$ cat src/hdl/sha256_pkg.sv
package sha256_pkg;

   // Input item kinds carried on req_tuser
   localparam logic [1:0] MODE_ABSORB  = 2'd0;
   localparam logic [1:0] MODE_FINISH  = 2'd1;
   localparam logic [1:0] MODE_RESTART = 2'd2;

   // Padding marker byte and the fill level where the length field starts
   localparam logic [7:0] PAD_MARKER  = 8'h80;
   localparam logic [5:0] LEN_START   = 6'd56;
   localparam logic [5:0] FILL_LAST   = 6'd63;
   localparam logic [5:0] ROUND_LAST  = 6'd63;
   localparam logic [2:0] WORD_LAST   = 3'd7;

   localparam logic [31:0] INIT_HASH [8] = '{
      32'h6a09e667, 32'hbb67ae85, 32'h3c6ef372, 32'ha54ff53a,
      32'h510e527f, 32'h9b05688c, 32'h1f83d9ab, 32'h5be0cd19};

   localparam logic [31:0] ROUND_K [64] = '{
      32'h428a2f98, 32'h71374491, 32'hb5c0fbcf, 32'he9b5dba5,
      32'h3956c25b, 32'h59f111f1, 32'h923f82a4, 32'hab1c5ed5,
      32'hd807aa98, 32'h12835b01, 32'h243185be, 32'h550c7dc3,
      32'h72be5d74, 32'h80deb1fe, 32'h9bdc06a7, 32'hc19bf174,
      32'he49b69c1, 32'hefbe4786, 32'h0fc19dc6, 32'h240ca1cc,
      32'h2de92c6f, 32'h4a7484aa, 32'h5cb0a9dc, 32'h76f988da,
      32'h983e5152, 32'ha831c66d, 32'hb00327c8, 32'hbf597fc7,
      32'hc6e00bf3, 32'hd5a79147, 32'h06ca6351, 32'h14292967,
      32'h27b70a85, 32'h2e1b2138, 32'h4d2c6dfc, 32'h53380d13,
      32'h650a7354, 32'h766a0abb, 32'h81c2c92e, 32'h92722c85,
      32'ha2bfe8a1, 32'ha81a664b, 32'hc24b8b70, 32'hc76c51a3,
      32'hd192e819, 32'hd6990624, 32'hf40e3585, 32'h106aa070,
      32'h19a4c116, 32'h1e376c08, 32'h2748774c, 32'h34b0bcb5,
      32'h391c0cb3, 32'h4ed8aa4a, 32'h5b9cca4f, 32'h682e6ff3,
      32'h748f82ee, 32'h78a5636f, 32'h84c87814, 32'h8cc70208,
      32'h90befffa, 32'ha4506ceb, 32'hbef9a3f7, 32'hc67178f2};

   typedef enum logic [2:0] {
      ST_IDLE,
      ST_PAD_MARK,
      ST_PAD_FILL,
      ST_PAD_LEN,
      ST_ROUND,
      ST_UPDATE,
      ST_EMIT
   } state_type;

   // Controls for the message buffer / schedule
   typedef struct packed {
      logic       push;
      logic [7:0] push_byte;
      logic       step;
   } sched_ctrl_type;

   // Controls for the round unit and hash words
   typedef struct packed {
      logic init_hash;
      logic load_vars;
      logic do_round;
      logic do_update;
   } round_ctrl_type;

   // Rotate right by a constant amount
   function automatic logic [31:0] rotr32(input logic [31:0] x, input int unsigned n);
      return (x >> n) | (x << (32 - n));
   endfunction

endpackage

$ cat src/hdl/sha256_message_digest.sv
// Absorb: one byte a cycle while idle; the byte that fills a block starts 64 rounds + update.
// Finish: padding (marker, zeros, 64-bit length) goes one byte a cycle through the block buffer,
// rounds one a cycle; with 56 or more bytes pending, the padding spans an extra block.
// Digest: eight words, one per accepted output cycle; the engine then reinitializes.
// Restart reinitializes; mode 3 is ignored. Synchronous active-high reset gives the initial hash.
module sha256_message_digest (
   input  logic        clock,
   input  logic        reset,
   input  logic        req_tvalid,
   output logic        req_tready,
   input  logic [7:0]  req_tdata,   // [7:0] data_byte
   input  logic [1:0]  req_tuser,   // [1:0] mode
   output logic        rsp_tvalid,
   input  logic        rsp_tready,
   output logic [39:0] rsp_tdata,   // [31:0] digest_word, [34:32] word_index, [39:35] zero
   output logic        rsp_tlast    // last_word
);

   sha256_pkg::state_type      state_ff, state_in;
   sha256_pkg::state_type      resume_ff, resume_in;
   sha256_pkg::sched_ctrl_type sched_ctrl;
   sha256_pkg::round_ctrl_type round_ctrl;

   logic [5:0]  fill_ff, fill_in;
   logic [63:0] count_ff, count_in;
   logic [5:0]  round_ff, round_in;
   logic [2:0]  idx_ff, idx_in;
   logic [63:0] bit_len;
   logic [63:0] len_shift;
   logic [31:0] w_t;
   logic [31:0] hash_word;
   logic        req_acc;
   logic        rsp_acc;
   logic        block_full;
   logic        reinit;

   // Length field, most significant byte first
   assign bit_len   = {count_ff[60:0], 3'b000};
   assign len_shift = bit_len >> {~idx_ff, 3'b000};

   assign req_acc = req_tvalid && req_tready;
   assign rsp_acc = rsp_tvalid && rsp_tready;

   // Output decode
   always_comb begin
      req_tready           = (state_ff == sha256_pkg::ST_IDLE);
      rsp_tvalid           = (state_ff == sha256_pkg::ST_EMIT);
      sched_ctrl.push      = 1'b0;
      sched_ctrl.push_byte = 8'h00;
      sched_ctrl.step      = (state_ff == sha256_pkg::ST_ROUND);
      unique case (state_ff)
         sha256_pkg::ST_IDLE: begin
            sched_ctrl.push      = req_acc && (req_tuser == sha256_pkg::MODE_ABSORB);
            sched_ctrl.push_byte = req_tdata;
         end
         sha256_pkg::ST_PAD_MARK: begin
            sched_ctrl.push      = 1'b1;
            sched_ctrl.push_byte = sha256_pkg::PAD_MARKER;
         end
         sha256_pkg::ST_PAD_FILL: begin
            sched_ctrl.push = (fill_ff != sha256_pkg::LEN_START);
         end
         sha256_pkg::ST_PAD_LEN: begin
            sched_ctrl.push      = 1'b1;
            sched_ctrl.push_byte = len_shift[7:0];
         end
         default: begin
         end
      endcase
      block_full = sched_ctrl.push && (fill_ff == sha256_pkg::FILL_LAST);
      reinit     = (req_acc && (req_tuser == sha256_pkg::MODE_RESTART))
                   || (rsp_acc && (idx_ff == sha256_pkg::WORD_LAST));
      round_ctrl.init_hash = reinit;
      round_ctrl.load_vars = block_full;
      round_ctrl.do_round  = (state_ff == sha256_pkg::ST_ROUND);
      round_ctrl.do_update = (state_ff == sha256_pkg::ST_UPDATE);
      rsp_tdata = {5'b00000, idx_ff, hash_word};
      rsp_tlast = (idx_ff == sha256_pkg::WORD_LAST);
   end

   // Next state
   always_comb begin
      state_in = state_ff;
      unique case (state_ff)
         sha256_pkg::ST_IDLE: begin
            if (block_full) begin
               state_in = sha256_pkg::ST_ROUND;
            end else if (req_acc && (req_tuser == sha256_pkg::MODE_FINISH)) begin
               state_in = sha256_pkg::ST_PAD_MARK;
            end
         end
         sha256_pkg::ST_PAD_MARK: begin
            state_in = block_full ? sha256_pkg::ST_ROUND : sha256_pkg::ST_PAD_FILL;
         end
         sha256_pkg::ST_PAD_FILL: begin
            if (fill_ff == sha256_pkg::LEN_START) begin
               state_in = sha256_pkg::ST_PAD_LEN;
            end else if (block_full) begin
               state_in = sha256_pkg::ST_ROUND;
            end
         end
         sha256_pkg::ST_PAD_LEN: begin
            if (block_full) begin
               state_in = sha256_pkg::ST_ROUND;
            end
         end
         sha256_pkg::ST_ROUND: begin
            if (round_ff == sha256_pkg::ROUND_LAST) begin
               state_in = sha256_pkg::ST_UPDATE;
            end
         end
         sha256_pkg::ST_UPDATE: begin
            state_in = resume_ff;
         end
         sha256_pkg::ST_EMIT: begin
            if (rsp_acc && (idx_ff == sha256_pkg::WORD_LAST)) begin
               state_in = sha256_pkg::ST_IDLE;
            end
         end
         default: begin
            state_in = sha256_pkg::ST_IDLE;
         end
      endcase
   end

   // Counters and the state to return to after a block
   always_comb begin
      resume_in = resume_ff;
      if (block_full) begin
         unique case (state_ff)
            sha256_pkg::ST_IDLE:    resume_in = sha256_pkg::ST_IDLE;
            sha256_pkg::ST_PAD_LEN: resume_in = sha256_pkg::ST_EMIT;
            default:                resume_in = sha256_pkg::ST_PAD_FILL;
         endcase
      end

      fill_in = fill_ff;
      if (reinit) begin
         fill_in = 6'd0;
      end else if (sched_ctrl.push) begin
         fill_in = fill_ff + 6'd1;
      end

      count_in = count_ff;
      if (reinit) begin
         count_in = 64'd0;
      end else if (req_acc && (req_tuser == sha256_pkg::MODE_ABSORB)) begin
         count_in = count_ff + 64'd1;
      end

      round_in = (state_ff == sha256_pkg::ST_ROUND) ? round_ff + 6'd1 : round_ff;

      idx_in = idx_ff;
      if (((state_ff == sha256_pkg::ST_PAD_LEN) && sched_ctrl.push) || rsp_acc) begin
         idx_in = idx_ff + 3'd1;
      end
   end

   always_ff @(posedge clock) begin
      if (reset) begin
         state_ff  <= sha256_pkg::ST_IDLE;
         resume_ff <= sha256_pkg::ST_IDLE;
         fill_ff   <= 6'd0;
         count_ff  <= 64'd0;
         round_ff  <= 6'd0;
         idx_ff    <= 3'd0;
      end else begin
         state_ff  <= state_in;
         resume_ff <= resume_in;
         fill_ff   <= fill_in;
         count_ff  <= count_in;
         round_ff  <= round_in;
         idx_ff    <= idx_in;
      end
   end

   sha256_sched u_sched (
      .clock (clock),
      .ctrl  (sched_ctrl),
      .w_t   (w_t)
   );

   sha256_round u_round (
      .clock     (clock),
      .reset     (reset),
      .ctrl      (round_ctrl),
      .w_t       (w_t),
      .round_idx (round_ff),
      .rd_idx    (idx_ff),
      .hash_word (hash_word)
   );

endmodule

$ cat src/hdl/sha256_sched.sv
module sha256_sched (
   input  logic                      clock,
   input  sha256_pkg::sched_ctrl_type ctrl,
   output logic [31:0]               w_t
);

   // Word 0 sits in the top bits; bytes enter at the bottom
   logic [511:0] msg_ff;
   logic [511:0] msg_in;
   logic [31:0]  w1;
   logic [31:0]  w9;
   logic [31:0]  w14;
   logic [31:0]  sig0;
   logic [31:0]  sig1;
   logic [31:0]  w_new;

   assign w_t = msg_ff[511:480];
   assign w1  = msg_ff[479:448];
   assign w9  = msg_ff[223:192];
   assign w14 = msg_ff[63:32];

   // Expand the next schedule word from the rolling window
   always_comb begin
      sig0  = sha256_pkg::rotr32(w1, 7) ^ sha256_pkg::rotr32(w1, 18) ^ (w1 >> 3);
      sig1  = sha256_pkg::rotr32(w14, 17) ^ sha256_pkg::rotr32(w14, 19) ^ (w14 >> 10);
      w_new = w_t + sig0 + w9 + sig1;
   end

   // Shift in a byte while filling, roll by a word while compressing
   always_comb begin
      msg_in = msg_ff;
      if (ctrl.push) begin
         msg_in = {msg_ff[503:0], ctrl.push_byte};
      end else if (ctrl.step) begin
         msg_in = {msg_ff[479:0], w_new};
      end
   end

   always_ff @(posedge clock) begin
      msg_ff <= msg_in;
   end

endmodule

$ cat src/hdl/sha256_round.sv
module sha256_round (
   input  logic                      clock,
   input  logic                      reset,
   input  sha256_pkg::round_ctrl_type ctrl,
   input  logic [31:0]               w_t,
   input  logic [5:0]                round_idx,
   input  logic [2:0]                rd_idx,
   output logic [31:0]               hash_word
);

   logic [31:0] hash_ff [8];
   logic [31:0] var_ff  [8];
   logic [31:0] big0;
   logic [31:0] big1;
   logic [31:0] ch;
   logic [31:0] maj;
   logic [31:0] tmp1;
   logic [31:0] tmp2;

   assign hash_word = hash_ff[rd_idx];

   // One compression round
   always_comb begin
      big1 = sha256_pkg::rotr32(var_ff[4], 6) ^ sha256_pkg::rotr32(var_ff[4], 11)
             ^ sha256_pkg::rotr32(var_ff[4], 25);
      ch   = (var_ff[4] & var_ff[5]) ^ (~var_ff[4] & var_ff[6]);
      tmp1 = var_ff[7] + big1 + ch + sha256_pkg::ROUND_K[round_idx] + w_t;
      big0 = sha256_pkg::rotr32(var_ff[0], 2) ^ sha256_pkg::rotr32(var_ff[0], 13)
             ^ sha256_pkg::rotr32(var_ff[0], 22);
      maj  = (var_ff[0] & var_ff[1]) ^ (var_ff[0] & var_ff[2]) ^ (var_ff[1] & var_ff[2]);
      tmp2 = big0 + maj;
   end

   // Hash words: reinitialize, or fold in the working variables after a block
   always_ff @(posedge clock) begin
      if (reset || ctrl.init_hash) begin
         for (int i = 0; i < 8; i++) begin
            hash_ff[i] <= sha256_pkg::INIT_HASH[i];
         end
      end else if (ctrl.do_update) begin
         for (int i = 0; i < 8; i++) begin
            hash_ff[i] <= hash_ff[i] + var_ff[i];
         end
      end
   end

   // Working variables: load from the hash words, then advance one round a cycle
   always_ff @(posedge clock) begin
      if (ctrl.load_vars) begin
         for (int i = 0; i < 8; i++) begin
            var_ff[i] <= hash_ff[i];
         end
      end else if (ctrl.do_round) begin
         var_ff[0] <= tmp1 + tmp2;
         var_ff[1] <= var_ff[0];
         var_ff[2] <= var_ff[1];
         var_ff[3] <= var_ff[2];
         var_ff[4] <= var_ff[3] + tmp1;
         var_ff[5] <= var_ff[4];
         var_ff[6] <= var_ff[5];
         var_ff[7] <= var_ff[6];
      end
   end

endmodule
$ cat config.mk
export PLATFORM = sky130hd
export DESIGN_NAME = sha256_message_digest
export DESIGN_NICKNAME = d
export VERILOG_FILES = /design/src/hdl/sha256_pkg.sv /design/src/hdl/sha256_message_digest.sv /design/src/hdl/sha256_sched.sv /design/src/hdl/sha256_round.sv
export SDC_FILE = /design/constraint.sdc
export NUM_CORES = 2
export LEC_CHECK = 0
export BUFFER_PORTS_ARGS = -buffer_cell sky130_fd_sc_hd__buf_4
export CAP_MARGIN = 30
export CORE_MARGIN = 4
export CORE_UTILIZATION = 39
export DETAILED_ROUTE_END_ITERATION = 8
export PLACE_DENSITY = 0.63
export SLEW_MARGIN = 10
export SYNTH_ARGS = -nofsm -noshare
export SYNTH_HDL_FRONTEND = slang
export SYNTH_SLANG_ARGS = --single-unit
$ cat constraint.sdc
create_clock -name clock -period 39.3 [get_ports clock]
set_input_delay 5.895 -clock clock [delete_from_list [all_inputs] [get_ports clock]]
set_output_delay 5.895 -clock clock [all_outputs]
set_load 0.1 [all_outputs]
[After elaboration in Yosys (flattened, before gate mapping)]
Memories as Yosys holds them, arrays and structs flattened. A register that Yosys moved wholly into a read port is not among the register bits.
Cells that the tools add are included.
Word-level totals
  bits in registers: 597
  latch bits: 0
  RAM bits: 512
  bits in read-only memories: 2048
  bits of input ports: 14
  output and inout bits: 43
  memories: 3
Operators by class
  add/sub/neg operators: 22
  multipliers: 0
  divide/modulo/power cells: 0
  $lt $le $gt $ge: 1
  equality and inequality tests: 16
  shift operators: 1
  muxes and demuxes: 43
  bitwise operators: 45
  reductions and logical operators: 17
Memory list
  (no name shown): depth 64, width 32, rd ports 1, clocked after Yosys merged registers in 0, wr ports 0, line sha256_round.sv:27  | tmp1 = var_ff[7] + big1 + ch + sha256_pkg::ROUND_K[round_idx] + w_t;
  u_round.hash_ff: depth 8, width 32, rd ports 9, clocked after Yosys merged registers in 1, wr ports 8, line sha256_round.sv:11  | logic [31:0] hash_ff [8];
  u_round.var_ff: depth 8, width 32, rd ports 8, clocked after Yosys merged registers in 0, wr ports 8, line sha256_round.sv:12  | logic [31:0] var_ff [8];
Operator list (count)
  512-bit 2-to-1 mux: 2
  32-bit adder: 18
  32-bit 2-to-1 mux: 18
  32-bit XOR: 9
  32-bit AND: 5
  64-bit by 1-bit adder with 64-bit output (second input constant): 1
  64-bit by 6-bit >> shifter with 8-bit output: 1
  32-bit inverter: 1
  10-bit by 32-bit OR with 32-bit output: 1
  13-bit by 32-bit OR with 32-bit output: 1
  14-bit by 32-bit OR with 32-bit output: 1
  15-bit by 32-bit OR with 32-bit output: 1
  19-bit by 32-bit OR with 32-bit output: 1
  21-bit by 32-bit OR with 32-bit output: 1
  25-bit by 32-bit OR with 32-bit output: 1
  26-bit by 32-bit OR with 32-bit output: 1
  30-bit by 32-bit OR with 32-bit output: 1
  7-bit by 32-bit OR with 32-bit output: 1
  32-bit by 22-bit XOR with 32-bit output: 1
  32-bit by 29-bit XOR with 32-bit output: 1
  3-bit 2-to-1 mux: 9
  8-bit one-hot mux with 3 select lines: 1
  3-bit one-hot mux with 7 select lines: 1
  6-bit == test (second input constant): 3
  24 further kinds: 64

[Logic depth before layout (Yosys ltp)]
An unclocked memory read counts as a cell.
  depth in word-level cells: 10
  mapped depth: 40
  depth with buffers taken out: 38

[Cells and area by module]
A second synthesis with hierarchy kept.
Unflattened totals
  cell total of the unflattened synthesis: 7079
  area, all modules: 75900.3 um2
By module, submodules not included
  sha256_round: instances 1, cells each 4778, area an instance 45228.4 um2
  sha256_sched: instances 1, cells each 1741, area an instance 25978.7 um2
  sha256_message_digest: instances 1, cells each 560, area an instance 4693.3 um2

[Worst setup path before layout]
No wires, ideal clock.
  path type: input-to-reg
  start: input req_tvalid
  end: register u_sched.msg_ff[0] (enable)
  library setup time: 3.632 ns
  arrival time: 15.425 ns
  data required time: 35.668 ns
  setup slack: 20.242 ns
  stages: 7
  buffers on the path: 3
  cells stage by stage: nor2b_1 -> nand2_1 -> a31o_2 -> clkbuf_1 -> clkbuf_1 -> clkbuf_1 -> nand2_1
On the way
  word-level cells in the longest chain between the ends: 4
Ends and longest elaborated chain
  start: declaration: line sha256_message_digest.sv:9  | input logic req_tvalid,
  1-bit logical AND: line sha256_message_digest.sv:41  | assign req_acc = req_tvalid && req_tready;
  1-bit logical AND: line sha256_message_digest.sv:53  | sched_ctrl.push = req_acc && (req_tuser == sha256_pkg::MODE_ABSORB);
  1-bit one-hot mux with 3 select lines: line sha256_message_digest.sv:51  | unique case (state_ff)
  2-bit nonzero test (no line)
  end signal: assignment: line sha256_sched.sv:40  | msg_ff <= msg_in;
  end: declaration: line sha256_sched.sv:8  | logic [511:0] msg_ff;
No other way between the ends.
A chain may end at the register's enable or synchronous reset.

==> out/qor.txt <==
DRC Markers - 0
register area share after synthesis - 43.1%
worst slew pin tran - 1120 ps
via count - 58,600
total routed wirelength - 229,000 um
Crit Path Max Fanout - 26
Fmax achieved - 94.5 MHz
io pins - 57
Req. time, crit path - 39,790 ps
commonest non-fill, non-tap cell in the layout - nand2_1
vias in the first global route - 55,300
Tcrit/Tclk final - 26.9%
first-pass GRT wire length - 344,000 um
Final Hold Vio Count - 0
Nets - 8,362
Skew-Pair Late Insertion Delay - 780 ps
port bufs - 51
Crit Path Category - reg -> reg
Synth Warn # - 0
Final Util - 42.7%
Die Width - 447 um
HPWL Detailed - 169,000 um
vias per cell - 5.64
clock tree buffer depth - 3
antenna violations before repair - 5
Die Ht - 447 um
outcome - completed
Slew headroom - 25.2%
dominant register cell in the synthesized netlist - edfxtp_1
DP Area - 78,000 sq um
mapped cell area - 75,300 sq um
Unique masters post-synth - 89
Wirelength per Cell - 22.0 um
cts bufs inserted - 118
crit path time final - 10,580 ps
Initial Utilization - 39.2%
# hold bufs at CTS - 0
layout overhead on the synthesized area - 9.06%
CP Launch Type - flip-flop
endpoints failing setup - 0
Syn Area/Cell - 9.50 sq um
Clk Tree Root Cell - clkbuf_16
Cells after Synth - 7,929
Async S/R FF share, synth - 0%
setup TNS - 0 ps
total gr overflow - 0
ratio of cells with drive above 1 in the final layout - 7.26%
fillers - 18,600
total core area - 192,000 sq um
FF/Latch Area - 32,400 sq um
global placement routability congestion - 0.943
most frequent CP cell - fa_1
element type at the critical path end - flip-flop
cells resized by post-CTS repair - 0
most frequent cells in the layout - 2,234 x nand2_1, 1,024 x edfxtp_1, 415 x nor2_1
max-slew violations - 0
RSZ-0062 raised after global routing - no
crit-path max cell delay - 510 ps
Post-CTS Setup Repair Bufs - 0
DRT Pass-1 Iters - 6
EDFF count, synth - 1,024
number of synthesized register bits - 1,108
CTS sink count - 1,108
Layout Skew - 47.1 ps
antenna violation net count after detailed routing - 0
HP Class - reg -> reg
Std-Cell Rows - 161
Global Route Usage Sum - 22.3%
largest net degree at the start of global routing - 221
Starting DRT DRC Count - 6,301
max-cap check violation count - 0
CTS tree - yes
Crit path arrival time - 11,070 ps
H-tree levels - 3
Reg clk slew, reported paths - 60 ps
die area - 200,000 sq um
fin area - 82,100 sq um
CP max-delay cell - fa_1
Multi-input gate area - 40,100 sq um
==> registers in the layout (all words and copies together), names as in the netlist, named ones only <==
signal and flops:
u_sched.msg_ff 512, idx_ff 3, round_ff 6, u_round.hash_ff 256, resume_ff 2, count_ff 61, state_ff 3, fill_ff 6
u_round.var_ff 256
==> per-stage QoR <==
step                      hold slack, ps  worst slack (ps)  instances
after floorplan                      451             20240       7933
after global placement               467             29060      10100
after detailed placement             481             28830      10200
after CTS                            498             28760      10400
after global routing                 528             28060      10400
final                                504             28720      10400
==> critical path, delay by kind of cell (launching register included) <==
family	cells	cell delay (ps)
flip-flops	1	310
AND/OR/NAND/NOR	5	1010
AO/OA/AOI/OAI	15	3830
XOR/XNOR	2	390
adder cells (fa/ha/maj)	8	3500
buffers and inverters	6	1240
==> logic make-up (layout without fill, tap and decap cells) <==
family / count (synthesis) / after routing / synth area share [%]
and+or+nand+nor: 3203 / 3203 / 17.6
DFF: 1108 / 1108 / 43.1
xor gates and xnor gates: 584 / 584 / 6.79
other: 1 / 8 / 0.00498
AOI/OAI and AO/OA: 1450 / 1450 / 12.2
buffers and inverters: 758 / 686 / 3.83
adders and majority gates: 594 / 594 / 11.8
muxes: 231 / 231 / 4.64
==> cell type report <==
type | instances | share of cell area (%)
antenna | 3 | 0.00914
multi-input combinational | 6067 | 48.8
timing repair buffer | 132 | 1.43
sequential | 1108 | 39.5
clock inverter | 74 | 1.02
tap | 2526 | 3.85
clock buffer | 149 | 3.85
inverter | 331 | 1.51
==> final timing paths <==
kind / start / to / slack [ps] / depth (start not counted)
min reg2reg: count_ff[10]$_SDFFE_PP0P_ / count_ff[10]$_SDFFE_PP0P_ / 500 / 2
min: count_ff[10]$_SDFFE_PP0P_ / count_ff[10]$_SDFFE_PP0P_ / 500 / 2
max: round_ff[1]$_SDFFE_PP0N_ / u_round.var_ff[0][31]$_DFFE_PP_ / 28720 / 36
max reg2reg: round_ff[1]$_SDFFE_PP0N_ / u_round.var_ff[0][31]$_DFFE_PP_ / 28720 / 36
==> layer usage <==
metal  up-vias  share of wire [%]  GRT usage (%)
met5         -                  0              0
met4         0                3.1           6.96
met3       285                8.0           3.55
met2      2284                 44           33.8
met1     28800                 45           32.6
li1      27300                  -              -
==> Yosys cell counts, types with 25 or more instances <==
cell         n  area [sq um]
inv_1      329          1230
o31ai_1     26           195
nand2b_1    55           344
nand2_1   2239          8400
clkbuf_1   376          1410
and3_1      42           263
mux4_2      82          1850
edfxtp_1  1024         30700
dfxtp_1     84          1680
nor3_1      95           475
a21oi_1    347          1740
ha_1       395          4940
nor2_1     416          1560
buf_1       42           158
a31oi_1     53           332
a21o_1     200          1500
nand4_1     34           213
o21a_1      66           495
mux2_2     126          1420
a21boi_0    25           188
and2_1      34           213
o21bai_1    48           360
xnor2_1    370          3240
nand3_1    112           561
o211ai_1    35           263
fa_1       195          3900
a211o_1     26           228
xor2_1     214          1870
nor2b_1     49           307
or3_1       42           263
o21ai_0    395          1980
a211oi_1    55           413
Power is not shown: default switching activity piles up to over one toggle a cycle in this logic, so the estimate is an artifact.
